===== src/hw/rtl/oars_pkg.sv =====
// Package for the ordered array relational search block.
// Holds beat payload types, controller/datapath link types and code constants.
// No dependencies.
`timescale 1ns / 1ps
`default_nettype none
package oars_pkg;

  localparam int POS_W   = 10;
  localparam int VAL_W   = 32;
  localparam int REL_W   = 3;
  localparam int STAT_W  = 2;
  localparam int COUNT_W = 11;
  localparam int CFG_W   = 11;
  localparam int CFG_IDX_W = 1;

  localparam logic OP_WRITE = 1'b0;
  localparam logic OP_QUERY = 1'b1;

  localparam logic [REL_W-1:0] REL_LT = 3'd0;
  localparam logic [REL_W-1:0] REL_LE = 3'd1;
  localparam logic [REL_W-1:0] REL_EQ = 3'd2;
  localparam logic [REL_W-1:0] REL_GT = 3'd3;
  localparam logic [REL_W-1:0] REL_GE = 3'd4;

  localparam logic [STAT_W-1:0] ST_NOT_FOUND = 2'd0;
  localparam logic [STAT_W-1:0] ST_EXACT     = 2'd1;
  localparam logic [STAT_W-1:0] ST_LESS      = 2'd2;
  localparam logic [STAT_W-1:0] ST_GREATER   = 2'd3;

  localparam logic [CFG_IDX_W-1:0] CFG_ENTRY_COUNT = 1'd0;
  localparam logic [CFG_IDX_W-1:0] CFG_ORDER_ASC   = 1'd1;

  typedef struct packed {
    logic                    operation;
    logic [POS_W-1:0]        write_position;
    logic signed [VAL_W-1:0] write_value;
    logic signed [VAL_W-1:0] search_key;
    logic [REL_W-1:0]        relation;
  } oars_req_t;

  typedef struct packed {
    logic [STAT_W-1:0] status;
    logic [POS_W-1:0]  found_position;
  } oars_res_t;

  typedef struct packed {
    logic write_entry;
    logic start_query;
    logic read;
  } oars_cmd_t;

  typedef struct packed {
    logic is_query;
    logic skip;
    logic last_addr;
  } oars_sts_t;

endpackage
`default_nettype wire


===== src/hw/rtl/oars_ctrl.sv =====
// Controller for the ordered array relational search block.
// Sequences write beats and query scans; depends on oars_pkg.
`timescale 1ns / 1ps
`default_nettype none
module oars_ctrl (
  input  wire logic              clk,
  input  wire logic              rst,
  input  wire logic              start,
  input  wire oars_pkg::oars_sts_t sts,
  output oars_pkg::oars_cmd_t    cmd,
  output logic                   busy,
  output logic                   done
);
  import oars_pkg::*;

  typedef enum logic [1:0] {
    S_IDLE,
    S_SCAN,
    S_DRAIN
  } state_t;

  state_t state;

  always_comb begin
    cmd.write_entry = (state == S_IDLE) && start && !sts.is_query;
    cmd.start_query = (state == S_IDLE) && start && sts.is_query;
    cmd.read        = (state == S_SCAN);
  end

  always_ff @(posedge clk) begin
    if (rst) begin
      state <= S_IDLE;
      busy  <= 1'b0;
      done  <= 1'b0;
    end else begin
      done <= 1'b0;
      unique case (state)
        S_IDLE: begin
          if (start && sts.is_query) begin
            if (sts.skip) begin
              done <= 1'b1;
            end else begin
              state <= S_SCAN;
              busy  <= 1'b1;
            end
          end
        end
        S_SCAN: begin
          if (sts.last_addr) begin
            state <= S_DRAIN;
          end
        end
        S_DRAIN: begin
          state <= S_IDLE;
          busy  <= 1'b0;
          done  <= 1'b1;
        end
        default: begin
          state <= S_IDLE;
          busy  <= 1'b0;
        end
      endcase
    end
  end

endmodule
`default_nettype wire


===== config.mk =====
export PLATFORM = sky130hd
export DESIGN_NAME = oars_ctrl
export DESIGN_NICKNAME = d
export VERILOG_FILES = /design/src/hw/rtl/oars_pkg.sv /design/src/hw/rtl/oars_ctrl.sv
export SDC_FILE = /design/constraint.sdc
export NUM_CORES = 1
export LEC_CHECK = 0
export ABC_AREA = 1
export BUFFER_PORTS_ARGS = -buffer_cell sky130_fd_sc_hd__buf_2
export CAP_MARGIN = 15
export CORE_AREA = 5 5 42 44
export DETAILED_ROUTE_END_ITERATION = 6
export DIE_AREA = 0 0 47 49
export PLACE_DENSITY = 0.38
export REMOVE_ABC_BUFFERS = 1
export SLEW_MARGIN = 20
export SYNTH_ARGS = -nofsm -noshare
export SYNTH_HDL_FRONTEND = slang
export SYNTH_SLANG_ARGS = --single-unit
export TNS_END_PERCENT = 5

===== constraint.sdc =====
create_clock -name clk -period 0.9 [get_ports clk]
set_clock_uncertainty 0.05 [all_clocks]
set_input_delay 0.135 -clock clk [delete_from_list [all_inputs] [get_ports clk]]
set_output_delay 0.135 -clock clk [all_outputs]
set_load 0.05 [all_outputs]

==> impl_metrics.ini <==
[clock_tree]
clk_latency_ps = 230
path_clk_slew_ps = 40
cts_buffers = 3
clock_sink_count = 4
tritoncts = done
clockRootBuffer = clkbuf_4
clock_path_buffers = 2
htree_levels = 1

[route]
first_pass_iters = 4
vias_per_cell = 3.78
wirelength_um = 482
wl_met3_um = 38
wl_met2_um = 257
post-route-drc-count = 0
drtAntennaViolNets = 0
num_vias = 227
post_drt_wl_per_cell_um = 8.03
first_iter_violations = 3
maxUsedRoutingLayer = met3
wl_met1_um = 186

[critical_path]
startpoint_type = register
worstPathRequired_ps = 710
cp.arrival_ps = 990
r2r_end = state[0]
crit_type = reg -> out
r2r_cells = 4
worst-r2r-setup-slack_ps = 40
crit_path_end = cmd[2]
crit_path_max_fanout = 3
timing.rr.start = state[1]
critPathCaptureType = primary output
startpoint = state[1]

[run_status]
violations = setup timing
status = finished, violations left

[global_route]
grt_first_pass_wirelength_um = 869
gr-total-overflow = 0
grt_max_degree = 4
grt_pass1_vias = 241
gr-usage-all-layers_pct = 5.70
antenna_found_initial = 0

[placed_design]
io_buffer_count = 10
gp_congestion = 0.713
placed_area_sq_um = 288
post-dp-hpwl_um = 405

[logic_synthesis]
synth-compound-area-share_pct = 10.0
synth-seq-cells = 4
synthCells = 27
yosysSeqAreaShare_pct = 42.7
synthSimpleGateAreaFrac_pct = 33.3
synth.area.mux_share_pct = 0
synth_area_sq_um = 188
synth_area_per_cell_sq_um = 6.95
synth-xor-area-share_pct = 0
synth_top_family_by_area = simple AND/OR/NAND/NOR gates
yosysWarnings = 0
synth_fa_ha_area_share_pct = 0
synth_cell_types = 11

[floorplan]
ios = 11
initial_utilization_pct = 13.4
die_h_um = 49
dieArea_sq_mm = 0.00230
row_count = 14
coreArea_sq_mm = 0.00140
die_w_um = 47

[timing]
setup_viol = 3
hold_viol_final = 0
min_period_ps = 1170
worst_slew_pin_slew_ps = 185
fmax_ghz = 0.851
rsz0062_at_grt = true
maxSlewHeadroom_pct = 87.6
finalCritPeriodShare_pct = 131
fin_ws_ps = -275
slew_violations = 0

[final_layout]
n_antenna_cell = 0
drive_gt1_share_pct = 61.4
fin_nets = 52
synthToLayoutAreaGrowth_pct = 87.3
final_cell_area_sq_um = 352

[pwr]
peakVddDrop_v = 0.000378
total_power_mw = 0.523
cellPowerDensity_mw_per_mm2 = 1490
power.leakage_nw = 0.172

[worst_hold_path]
min_path_type = in -> reg

[job]
drv_cap = 0
worst min path at each step:
| stage | endpoint | cells after the start | slack, ps | from |
|---|---|---|---|---|
| after floorplan | state[0] | 1 | 150 | rst |
| after global placement | state[0] | 2 | 280 | rst |
| after detailed placement | state[0] | 2 | 290 | rst |
| after CTS | state[0] | 2 | 30 | rst |
| after global routing | state[0] | 2 | 40 | rst |
| final | state[0] | 2 | 50 | rst |
through the flow:
| step | setup slack, ps | TNS [ps] | hold WS, ps | instances | utilization [%] |
|---|---|---|---|---|---|
| after floorplan | -736 | -1360 | 147 | 27 | - |
| after global placement | -132 | -303 | 283 | 57 | 20.5 |
| after detailed placement | -131 | -289 | 286 | 57 | 20.5 |
| after CTS | -301 | -806 | 33.1 | 60 | 24.6 |
| after global routing | -332 | -974 | 44.3 | 60 | 25.1 |
| final | -275 | -742 | 49.5 | 60 | 25.1 |
cell families (layout without fill, tap and decap cells):
group | count (synthesis) | count (layout)
simple gates | 13 | 13
compound gates | 3 | 3
buf+inv | 7 | 24
flops | 4 | 4
timing repair:
action / CTS / global route
buffers inserted: 0 / 0
setup endpoints to repair: 7 / 7
pin swaps: 1 / 1
resized for setup: 13 / 2
hold endpoints to repair: 0 / 0
hold buffers: 0 / 0
critical path, cell delays in order (launching register included):
cell and delay [ps]:
dfxtp_2 320, nor2_2 110, nand2_1 50, nor2_1 110, buf_6 170
cell type report:
class,instances,area (sq um)
fillers,174,1050
repair buffers,14,108
multi-input cells,16,90.1
flip-flops and latches,4,85.1
inverters,7,26.3
clock buffers,3,22.5
well taps,16,20.0
cell usage in the layout, fill, tap and decap left out, drive strengths merged:
master	synthesis	layout
buf	0	14
inv	7	7
nand2	6	6
dfxtp	4	4
clkbuf	0	3
a21oi	3	3
nor2	3	3
nand3	2	2
nor3	1	1
nor4	1	1
synth_stat cells:
cell / instances / area (sq um)
nor2_1: 2 / 7.51
nor3_1: 1 / 5.00
dfxtp_1: 4 / 80.1
nand2_1: 6 / 22.5
nor2_4: 1 / 11.3
a21oi_1: 2 / 10.0
nand3_1: 2 / 10.0
inv_2: 2 / 7.51
a21oi_2: 1 / 8.76
inv_1: 5 / 18.8
nor4_1: 1 / 6.26
metal layers:
layer / global-route usage (%) / up-vias
met5: 0 / -
met4: 5.53 / 0
met3: 4.43 / 0
met2: 7.69 / 7
met1: 5.03 / 103
li1: - / 117
flip-flops by register name, summed over array words and instances (netlist names):
| name | cells |
|---|---|
| state | 2 |
| busy | 1 |
| done | 1 |
power breakdown:
| group | switching, mW | internal (mW) |
|---|---|---|
| Clock | 0.0671 | 0.149 |
| Combinational | 0.0711 | 0.0464 |
| Sequential | 0.00437 | 0.186 |
Note: power is estimated with default switching activity, not from simulation.
